--- src/design/hsv2rgb_pkg.sv ---
// Shared constants and types of the HSV to RGB converter.
// No dependencies; used by every design module of the block except the checker.
package hsv2rgb_pkg;

  // Hue arithmetic in 1/16 degree.
  localparam int unsigned HueW       = 16;
  localparam int unsigned HueFull    = 5760;  // 360 degrees
  localparam int unsigned HueSector  = 960;   // 60 degrees
  localparam int unsigned HueOffset  = 1792;  // brings offset-binary hue onto the residue
  localparam int unsigned HueWrapMax = 11;    // largest whole turn count after the offset
  localparam int unsigned HueRedW    = 13;    // reduced hue, 0..5759
  localparam int unsigned FracW      = 10;    // sector coefficient, 0..960

  // Percent inputs.
  localparam int unsigned PctW    = 7;
  localparam int unsigned PctFull = 100;

  // Channel arithmetic: x = floor((V*(96000 - S*k)*4369 + 320000) / 640000).
  localparam int unsigned DiffW       = 17;
  localparam int unsigned ChanNumBase = 96000;
  localparam int unsigned ProdW       = 24;
  localparam int unsigned ScaleMul    = 4369;
  localparam int unsigned ScaleMulW   = 13;
  localparam int unsigned RoundAdd    = 320000;
  localparam int unsigned ScaleShift  = 10;
  localparam int unsigned ScaledW     = 26;
  localparam int unsigned RecipMul    = 109951163;  // ceil(2^36 / 625)
  localparam int unsigned RecipW      = 27;
  localparam int unsigned RecipShift  = 36;
  localparam int unsigned SatLimit    = 40960000;   // 65536 * 625
  localparam int unsigned ChanW       = 16;

  localparam int unsigned QueueDepth = 4;

  typedef logic [FracW-1:0] coef_t;

  // One classified colour: clamped saturation, value and the coefficient of each channel.
  typedef struct packed {
    logic [PctW-1:0] sat;
    logic [PctW-1:0] val;
    coef_t           k_red;
    coef_t           k_green;
    coef_t           k_blue;
  } job_t;

  typedef struct packed {
    logic valid;
    job_t job;
  } job_beat_t;

endpackage

--- src/design/hsv_to_rgb_converter_core.sv ---
// HSV to RGB converter, top level: front end, job queue and back end.
// An accepted input beat passes the front-end stages, the job queue and the back-end stages to the output.
// Throughput: one beat per clock cycle while the queue has room and the output side takes results.
// Reset: rst_ni clears all valid flags and queue pointers at once; no clearing pass.
// Depends on hsv2rgb_pkg, hsv2rgb_front, hsv2rgb_fifo and hsv2rgb_back.
module hsv_to_rgb_converter_core #(
  parameter int unsigned FifoDepth = hsv2rgb_pkg::QueueDepth
) (
  input  logic        clk_i,
  input  logic        rst_ni,
  input  logic        s_axis_tvalid_i,
  output logic        s_axis_tready_o,
  input  logic [31:0] s_axis_tdata_i,   // [15:0] hue, [22:16] saturation, [29:23] brightness
  output logic        m_axis_tvalid_o,
  input  logic        m_axis_tready_i,
  output logic [47:0] m_axis_tdata_o    // [15:0] red, [31:16] green, [47:32] blue
);

  // The front end reduces the hue modulo 360 degrees in its first stage and, in its second,
  // splits it into a 60-degree sector and a fraction. The sector decides which coefficient
  // each colour channel uses (zero for v, the whole sector for p, the fraction for q and
  // its complement for t), so the back end only ever computes three channels.
  //
  // The queue decouples the two halves: the input side is held only when the queue is full,
  // and its ready depends on registered state alone, never on the output's tready.
  //
  // Each back-end lane evaluates round(V*(96000 - S*k)*65535 / 9600000) in four stages:
  // one multiplier per stage, the final division by 625 done by an exact reciprocal
  // multiplication, with saturation at full scale.

  hsv2rgb_pkg::job_beat_t front_beat;
  hsv2rgb_pkg::job_beat_t back_beat;
  logic                   queue_full;
  logic                   queue_pop;
  logic [hsv2rgb_pkg::ChanW-1:0] red, green, blue;

  hsv2rgb_front u_front (
    .clk_i      (clk_i),
    .rst_ni     (rst_ni),
    .in_valid_i (s_axis_tvalid_i),
    .in_ready_o (s_axis_tready_o),
    .hue_i      (s_axis_tdata_i[15:0]),
    .sat_i      (s_axis_tdata_i[22:16]),
    .val_i      (s_axis_tdata_i[29:23]),
    .full_i     (queue_full),
    .out_o      (front_beat)
  );

  hsv2rgb_fifo #(
    .Depth (FifoDepth)
  ) u_fifo (
    .clk_i  (clk_i),
    .rst_ni (rst_ni),
    .in_i   (front_beat),
    .full_o (queue_full),
    .pop_i  (queue_pop),
    .out_o  (back_beat)
  );

  hsv2rgb_back u_back (
    .clk_i       (clk_i),
    .rst_ni      (rst_ni),
    .in_i        (back_beat),
    .pop_o       (queue_pop),
    .out_valid_o (m_axis_tvalid_o),
    .out_ready_i (m_axis_tready_i),
    .red_o       (red),
    .green_o     (green),
    .blue_o      (blue)
  );

  assign m_axis_tdata_o = {blue, green, red};

endmodule

--- src/design/hsv2rgb_front.sv ---
// Front end of the HSV to RGB converter: hue reduction, sector split, coefficient choice.
// Depends on hsv2rgb_pkg.
module hsv2rgb_front (
  input  logic                                  clk_i,
  input  logic                                  rst_ni,
  input  logic                                  in_valid_i,
  output logic                                  in_ready_o,
  input  logic signed [hsv2rgb_pkg::HueW-1:0]   hue_i,
  input  logic        [hsv2rgb_pkg::PctW-1:0]   sat_i,
  input  logic        [hsv2rgb_pkg::PctW-1:0]   val_i,
  input  logic                                  full_i,
  output hsv2rgb_pkg::job_beat_t                out_o
);

  typedef enum logic [2:0] {
    SecRedYel, SecYelGrn, SecGrnCyn, SecCynBlu, SecBluMag, SecMagRed
  } sector_e;

  localparam int unsigned WrapW = hsv2rgb_pkg::HueW + 1;

  logic                                 adv;
  logic [WrapW-1:0]                     wrap_w;
  logic [WrapW-1:0]                     wrap_sub;
  logic [hsv2rgb_pkg::PctW-1:0]         sat_clamp;

  logic                                 s1_valid_q;
  logic [hsv2rgb_pkg::HueRedW-1:0]      s1_hue_q;
  logic [hsv2rgb_pkg::PctW-1:0]         s1_sat_q;
  logic [hsv2rgb_pkg::PctW-1:0]         s1_val_q;

  logic [2:0]                           sec_idx;
  logic [hsv2rgb_pkg::HueRedW-1:0]      sec_base;
  hsv2rgb_pkg::coef_t                   frac;
  hsv2rgb_pkg::coef_t                   rise;
  hsv2rgb_pkg::coef_t                   fall;
  hsv2rgb_pkg::coef_t                   span;
  hsv2rgb_pkg::job_t                    job_d;

  logic                                 s2_valid_q;
  hsv2rgb_pkg::job_t                    s2_job_q;

  // Both stages move together; they hold only when a finished job cannot enter the queue.
  assign adv        = !s2_valid_q || !full_i;
  assign in_ready_o = adv;

  // Offset-binary hue plus a constant lands on the same residue modulo 360 degrees.
  assign wrap_w = {1'b0, ~hue_i[hsv2rgb_pkg::HueW-1], hue_i[hsv2rgb_pkg::HueW-2:0]}
                + WrapW'(hsv2rgb_pkg::HueOffset);

  always_comb begin
    wrap_sub = '0;
    for (int j = 1; j <= int'(hsv2rgb_pkg::HueWrapMax); j++) begin
      if (wrap_w >= WrapW'(j * hsv2rgb_pkg::HueFull)) begin
        wrap_sub = WrapW'(j * hsv2rgb_pkg::HueFull);
      end
    end
  end

  assign sat_clamp = (sat_i > hsv2rgb_pkg::PctW'(hsv2rgb_pkg::PctFull))
                   ? hsv2rgb_pkg::PctW'(hsv2rgb_pkg::PctFull) : sat_i;

  always_ff @(posedge clk_i or negedge rst_ni) begin
    if (!rst_ni) begin
      s1_valid_q <= 1'b0;
      s2_valid_q <= 1'b0;
    end else if (adv) begin
      s1_valid_q <= in_valid_i;
      s2_valid_q <= s1_valid_q;
    end
  end

  always_ff @(posedge clk_i) begin
    if (adv && in_valid_i) begin
      s1_hue_q <= hsv2rgb_pkg::HueRedW'(wrap_w - wrap_sub);
      s1_sat_q <= sat_clamp;
      s1_val_q <= val_i;
    end
    if (adv && s1_valid_q) begin
      s2_job_q <= job_d;
    end
  end

  // Sector number and the fraction within it.
  always_comb begin
    sec_idx  = '0;
    sec_base = '0;
    for (int j = 1; j < 6; j++) begin
      if (s1_hue_q >= hsv2rgb_pkg::HueRedW'(j * hsv2rgb_pkg::HueSector)) begin
        sec_idx  = 3'(j);
        sec_base = hsv2rgb_pkg::HueRedW'(j * hsv2rgb_pkg::HueSector);
      end
    end
  end

  assign frac = hsv2rgb_pkg::FracW'(s1_hue_q - sec_base);
  assign span = hsv2rgb_pkg::FracW'(hsv2rgb_pkg::HueSector);
  assign rise = frac;
  assign fall = span - frac;

  // Coefficient 0 gives v, the full sector gives p, the fraction q and its complement t.
  always_comb begin
    job_d.sat = s1_sat_q;
    job_d.val = s1_val_q;
    unique case (sec_idx)
      SecRedYel: begin
        job_d.k_red = '0;   job_d.k_green = fall; job_d.k_blue = span;
      end
      SecYelGrn: begin
        job_d.k_red = rise; job_d.k_green = '0;   job_d.k_blue = span;
      end
      SecGrnCyn: begin
        job_d.k_red = span; job_d.k_green = '0;   job_d.k_blue = fall;
      end
      SecCynBlu: begin
        job_d.k_red = span; job_d.k_green = rise; job_d.k_blue = '0;
      end
      SecBluMag: begin
        job_d.k_red = fall; job_d.k_green = span; job_d.k_blue = '0;
      end
      default: begin
        job_d.k_red = '0;   job_d.k_green = span; job_d.k_blue = rise;
      end
    endcase
  end

  assign out_o.valid = s2_valid_q;
  assign out_o.job   = s2_job_q;

endmodule

--- src/design/hsv2rgb_fifo.sv ---
// Short job queue between the front and back ends of the HSV to RGB converter.
// Depends on hsv2rgb_pkg.
module hsv2rgb_fifo #(
  parameter int unsigned Depth = hsv2rgb_pkg::QueueDepth
) (
  input  logic                   clk_i,
  input  logic                   rst_ni,
  input  hsv2rgb_pkg::job_beat_t in_i,
  output logic                   full_o,
  input  logic                   pop_i,
  output hsv2rgb_pkg::job_beat_t out_o
);

  localparam int unsigned PtrW = (Depth > 1) ? $clog2(Depth) : 1;
  localparam int unsigned CntW = $clog2(Depth + 1);

  hsv2rgb_pkg::job_t mem_q [Depth];
  logic [PtrW-1:0]   wr_ptr_q, rd_ptr_q;
  logic [CntW-1:0]   count_q;
  logic              push;
  logic              pop;

  assign full_o = (count_q == CntW'(Depth));
  assign push   = in_i.valid && !full_o;
  assign pop    = pop_i && (count_q != '0);

  always_ff @(posedge clk_i or negedge rst_ni) begin
    if (!rst_ni) begin
      wr_ptr_q <= '0;
      rd_ptr_q <= '0;
      count_q  <= '0;
    end else begin
      if (push) begin
        wr_ptr_q <= (wr_ptr_q == PtrW'(Depth - 1)) ? '0 : wr_ptr_q + 1'b1;
      end
      if (pop) begin
        rd_ptr_q <= (rd_ptr_q == PtrW'(Depth - 1)) ? '0 : rd_ptr_q + 1'b1;
      end
      if (push && !pop) begin
        count_q <= count_q + 1'b1;
      end else if (pop && !push) begin
        count_q <= count_q - 1'b1;
      end
    end
  end

  always_ff @(posedge clk_i) begin
    if (push) begin
      mem_q[wr_ptr_q] <= in_i.job;
    end
  end

  assign out_o.valid = (count_q != '0);
  assign out_o.job   = mem_q[rd_ptr_q];

endmodule

--- src/design/hsv2rgb_back.sv ---
// Back end of the HSV to RGB converter: three channel lanes and the output register.
// Depends on hsv2rgb_pkg.
module hsv2rgb_back (
  input  logic                                clk_i,
  input  logic                                rst_ni,
  input  hsv2rgb_pkg::job_beat_t              in_i,
  output logic                                pop_o,
  output logic                                out_valid_o,
  input  logic                                out_ready_i,
  output logic [hsv2rgb_pkg::ChanW-1:0]       red_o,
  output logic [hsv2rgb_pkg::ChanW-1:0]       green_o,
  output logic [hsv2rgb_pkg::ChanW-1:0]       blue_o
);

  localparam int unsigned Lanes  = 3;
  localparam int unsigned NumW   = hsv2rgb_pkg::ProdW + hsv2rgb_pkg::ScaleMulW;
  localparam int unsigned RecipPW = hsv2rgb_pkg::ScaledW + hsv2rgb_pkg::RecipW;

  logic                                 adv;
  logic                                 b1_valid_q, b2_valid_q, b3_valid_q, b4_valid_q;
  logic [hsv2rgb_pkg::PctW-1:0]         b1_val_q;
  hsv2rgb_pkg::coef_t                   coef      [Lanes];
  logic [hsv2rgb_pkg::DiffW-1:0]        diff_q    [Lanes];
  logic [hsv2rgb_pkg::ProdW-1:0]        prod_q    [Lanes];
  logic [hsv2rgb_pkg::ScaledW-1:0]      scaled_q  [Lanes];
  logic [hsv2rgb_pkg::ChanW-1:0]        chan_q    [Lanes];

  // The whole back end moves as one; only a result left untaken holds it.
  assign adv   = !b4_valid_q || out_ready_i;
  assign pop_o = in_i.valid && adv;

  assign coef[0] = in_i.job.k_red;
  assign coef[1] = in_i.job.k_green;
  assign coef[2] = in_i.job.k_blue;

  always_ff @(posedge clk_i or negedge rst_ni) begin
    if (!rst_ni) begin
      b1_valid_q <= 1'b0;
      b2_valid_q <= 1'b0;
      b3_valid_q <= 1'b0;
      b4_valid_q <= 1'b0;
    end else if (adv) begin
      b1_valid_q <= in_i.valid;
      b2_valid_q <= b1_valid_q;
      b3_valid_q <= b2_valid_q;
      b4_valid_q <= b3_valid_q;
    end
  end

  always_ff @(posedge clk_i) begin
    if (adv && in_i.valid) begin
      b1_val_q <= in_i.job.val;
    end
  end

  for (genvar l = 0; l < Lanes; l++) begin : g_lane
    logic [hsv2rgb_pkg::DiffW-1:0]   sk;
    logic [NumW-1:0]                 num;
    logic [RecipPW-1:0]              recip;
    logic                            sat_hit;

    assign sk = hsv2rgb_pkg::DiffW'(in_i.job.sat) * hsv2rgb_pkg::DiffW'(coef[l]);
    assign num = NumW'(prod_q[l]) * NumW'(hsv2rgb_pkg::ScaleMul)
               + NumW'(hsv2rgb_pkg::RoundAdd);
    assign recip = RecipPW'(scaled_q[l]) * RecipPW'(hsv2rgb_pkg::RecipMul);
    assign sat_hit = (scaled_q[l] >= hsv2rgb_pkg::ScaledW'(hsv2rgb_pkg::SatLimit));

    always_ff @(posedge clk_i) begin
      if (adv) begin
        // 96000 - S*k never goes negative: S is clamped to 100 and k is at most 960.
        diff_q[l]   <= hsv2rgb_pkg::DiffW'(hsv2rgb_pkg::ChanNumBase) - sk;
        prod_q[l]   <= hsv2rgb_pkg::ProdW'(b1_val_q) * hsv2rgb_pkg::ProdW'(diff_q[l]);
        scaled_q[l] <= num[hsv2rgb_pkg::ScaleShift +: hsv2rgb_pkg::ScaledW];
        chan_q[l]   <= sat_hit ? '1 : recip[hsv2rgb_pkg::RecipShift +: hsv2rgb_pkg::ChanW];
      end
    end
  end

  assign out_valid_o = b4_valid_q;
  assign red_o       = chan_q[0];
  assign green_o     = chan_q[1];
  assign blue_o      = chan_q[2];

endmodule

--- config.mk ---
export PLATFORM = sky130hd
export DESIGN_NAME = hsv_to_rgb_converter_core
export DESIGN_NICKNAME = d
export VERILOG_FILES = /design/src/design/hsv2rgb_pkg.sv /design/src/design/hsv_to_rgb_converter_core.sv /design/src/design/hsv2rgb_front.sv /design/src/design/hsv2rgb_fifo.sv /design/src/design/hsv2rgb_back.sv
export SDC_FILE = /design/constraint.sdc
export NUM_CORES = 2
export LEC_CHECK = 0
export ABC_AREA = 1
export BUFFER_PORTS_ARGS = -buffer_cell sky130_fd_sc_hd__buf_2
export CAP_MARGIN = 20
export CELL_PAD_IN_SITES_DETAIL_PLACEMENT = 1
export CELL_PAD_IN_SITES_GLOBAL_PLACEMENT = 1
export CORE_ASPECT_RATIO = 1.2
export CORE_MARGIN = 4
export CORE_UTILIZATION = 52
export DETAILED_ROUTE_END_ITERATION = 16
export GPL_TIMING_DRIVEN = 0
export PLACE_DENSITY = 0.83
export SLEW_MARGIN = 20
export SYNTH_ARGS = -nofsm -noshare
export SYNTH_HDL_FRONTEND = slang
export SYNTH_SLANG_ARGS = --single-unit
--- constraint.sdc ---
create_clock -name clk_i -period 8.1 [get_ports clk_i]
set_input_delay 0.81 -clock clk_i [delete_from_list [all_inputs] [get_ports clk_i]]
set_output_delay 0.81 -clock clk_i [all_outputs]
set_load 0.03 [all_outputs]
==> impl_results.md <==
* Initial DRT Pass Iterations at 5
* Syn_nets at 12,489
* R2r startpoint: u_back.scaled_q[0][39]
* Final cell count without fillers at 12,133
* Ys Warns at 0
* Most frequent cells in the layout: inv_1 (2,761), ha_1 (1,427), fa_1 (1,356)
* Synth Register Bits at ~520
* Post-synthesis cell count at just under 10,000
* Most common cell after layout, fill and taps aside: inv_1
* Ys flop type: edfxtp_1
* Number of global-route vias before repair at 77,010
* Die ar. at 176,000 µm²
* Cell taking the most area after synthesis: fa_1
* Layout cells sized above 1 at 2.81%
* Worst Path Required at 8570 ps
* Multi-input logic area at 62,100 µm²
* DRT Wirelength at 270 mm
* I/O pin count at 86
* Hold Path End: u_front.s1_val_q[1]
* Worst Hold Class: input pin to register
* Max-slew headroom at 26.0%
* Status: completed
* GP Congestion at between 0.9 and 1
* Final setup vio count at 0
* Crit path arrival time at about 7800 ps
* CTS buffer count at between 60 and 70
* WL per Instance at 22.3 µm
* Startpoint Class: register
* Fin. Hold Viols at 0
* GRT overflow at 0
* R2R cell count at 21
* Post-CTS setup buffers at 0
* CP Capture Type: register
* # clock sinks at 516
* Largest net degree at the start of global routing at 97
* Tcrit/Tclk final at about nine tenths
* Post-synthesis sequential area ratio at 17.5%
* Clock Path Buffers at 3
* ANT cells at 0
* Worst reg2reg setup slack at 790 ps
* Initial antenna violation count at 0
* Maxcap violations at 0
* Remaining DRCs at 0
* Initial detailed-routing violation count at 3,379
* Worst skew pair latency at 740 ps
* Fillers at 19,603
* Syn avg cell area at 9.13 µm²
* DP HPWL at approximately 230 mm
* Vias/cell at around 5.5
* Total core area at approximately 170,000 µm²
* First-pass GRT wire length at 423 mm
* Clock Skew at approximately 80 ps
* Total Nets Final at 12,648
* CTS H-Tree Depth at 2
* CTS tree: done
* HP Start: s_axis_tdata_i[24]
* Synth top area cells: fa_1 (31%), ha_1 (20%), edfxtp_1 (17%)
* Clock Pin Slew Worst Setup and Hold Paths at 60 ps
* Root Buffer: clkbuf_16
* Final Max Slew Viols at 0
* Via count at 66,610
* Tightest Pin Transition at 1110 ps
* Site Rows at 165
* Starting Density at a little over half
* Synth-to-Final Area Change at 6.42%
* R2r endpoint: u_back.chan_q[0][26]
* Hold Crit Depth at 1
* Placed Cells at ~12,000
* Synth top area share at 30.8%
* Die Wd at 384 µm
* FF/Latch Area at 15,400 µm²
* RSZ-0062 raised after global routing: false
* CP Max Fanout at 7
* CP Class: register to register
* EDFF count, synth at about 500
* Max Fclk at 0.137 GHz
* Die height at between 400 and 500 µm
* GRT Overall Usage at 30.9%
* Minimum clock period at 7310 ps
* Antenna-violating nets left at 0
* Asr flop ratio synth at 2.52%
* Mapped cell area at approximately 88,000 µm²
* Cell variety after synth at 60
* Port Buffer Count at between 80 and 90
-- critical path, stage by stage (launching register included) --
cell and delay, ps:
edfxtp_1 610, inv_1 80, ha_1 610, inv_1 190, fa_1 580, inv_1 60
fa_1 500, inv_1 60, fa_1 550, fa_1 520, inv_1 50, fa_1 480
inv_1 60, fa_1 500, inv_1 70, ha_1 320, a21o_1 190, a21oi_1 320
o21ai_0 340, a211oi_1 620, a31o_2 250, nand3_1 70
-- registers in the layout, summed over array words and instances, names as in the netlist, 2 cells and up --
signal	flops
u_fifo.mem_q	176
u_back.scaled_q	78
u_back.prod_q	72
u_back.diff_q	51
u_back.chan_q	48
u_front.out_o	44
u_front.s1_hue_q	13
u_back.b1_val_q	7
u_front.s1_sat_q	7
u_front.s1_val_q	7
u_fifo.count_q	3
u_fifo.rd_ptr_q	2
u_fifo.wr_ptr_q	2
-- worst max path at each step --
stage                      startpoint              endpoint  slack (ps)  cells past startpoint
5_1_grt        u_back.scaled_q[0][39]  u_back.chan_q[0][25]         480                     26
3_3_place_gp          m_axis_tready_i  u_back.chan_q[0][28]        -870                      3
2_1_floorplan         m_axis_tready_i     u_back.b3_valid_q        1740                      3
3_5_place_dp   u_back.scaled_q[0][39]  u_back.chan_q[0][25]         930                     24
6_report       u_back.scaled_q[0][39]  u_back.chan_q[0][26]         790                     21
4_1_cts        u_back.scaled_q[0][39]  u_back.chan_q[0][25]         890                     24
-- cell usage after synthesis, types with 10 or more instances --
cell type / count
clkbuf_1: 75
nand2_1: 1293
nor4_1: 14
nand2_2: 13
nand3_1: 190
xor2_1: 147
a32oi_1: 25
a31oi_1: 46
a21oi_1: 404
o21bai_1: 44
o22ai_1: 26
o21a_1: 15
fa_1: 1356
a21boi_0: 27
xnor2_1: 69
o31ai_1: 11
inv_1: 2764
o21ai_1: 21
dfrtp_1: 13
buf_2: 18
a31o_2: 10
edfxtp_1: 503
nand4_1: 63
a21o_1: 47
ha_1: 1427
nor3_1: 61
nor2_1: 598
o211ai_1: 15
o21ai_0: 274
a211oi_1: 11
-- metrics by stage --
step / area (µm²) / TNS (ps) / setup slack, ps / util [%] / hold WS (ps)
after floorplan: 88300 / 0 / 1740 / - / 400
after global placement: 91500 / -202250 / -870 / 54.3 / 401
after detailed placement: 91800 / 0 / 929 / 54.4 / 408
after CTS: 93900 / 0 / 885 / 55.7 / 219
after global routing: 93900 / 0 / 483 / 55.7 / 236
final: 93900 / 0 / 792 / 55.7 / 261
-- area by class of cell --
class                      instances  area share [%]
buffer                            93           0.396
clock buffer                      78            1.75
clock inverter                    35           0.490
inverter                        2775            11.1
multi-input combinational       6286            66.1
sequential                       516            16.4
tap                             2254            3.00
timing repair buffer              96           0.754
-- routing by layer --
layer | vias up | track usage, % | share of wire [%]
li1 | 30193 | - | -
met1 | 33957 | 34.3 | 37
met2 | 1712 | 58.0 | 53
met3 | 748 | 3.01 | 3.5
met4 | 0 | 16.2 | 6.3
met5 | - | 0 | 0
-- kinds of logic after synthesis --
kind of cell               synth area share, %
AOI/OAI and AO/OA                         6.76
xor gates and xnor gates                  2.16
adders and majority gates                 51.0
buffers and inverters                     12.2
DFF                                       17.5
muxes                                   0.0128
and+or+nand+nor                           10.4
-- timing repair --
item,CTS,global route
gates resized for setup,0,0
hold endpoints to repair,13,0
hold buffers,1,0
Power is not shown: default switching activity piles up to over one toggle a cycle in this logic, so the estimate is an artifact.
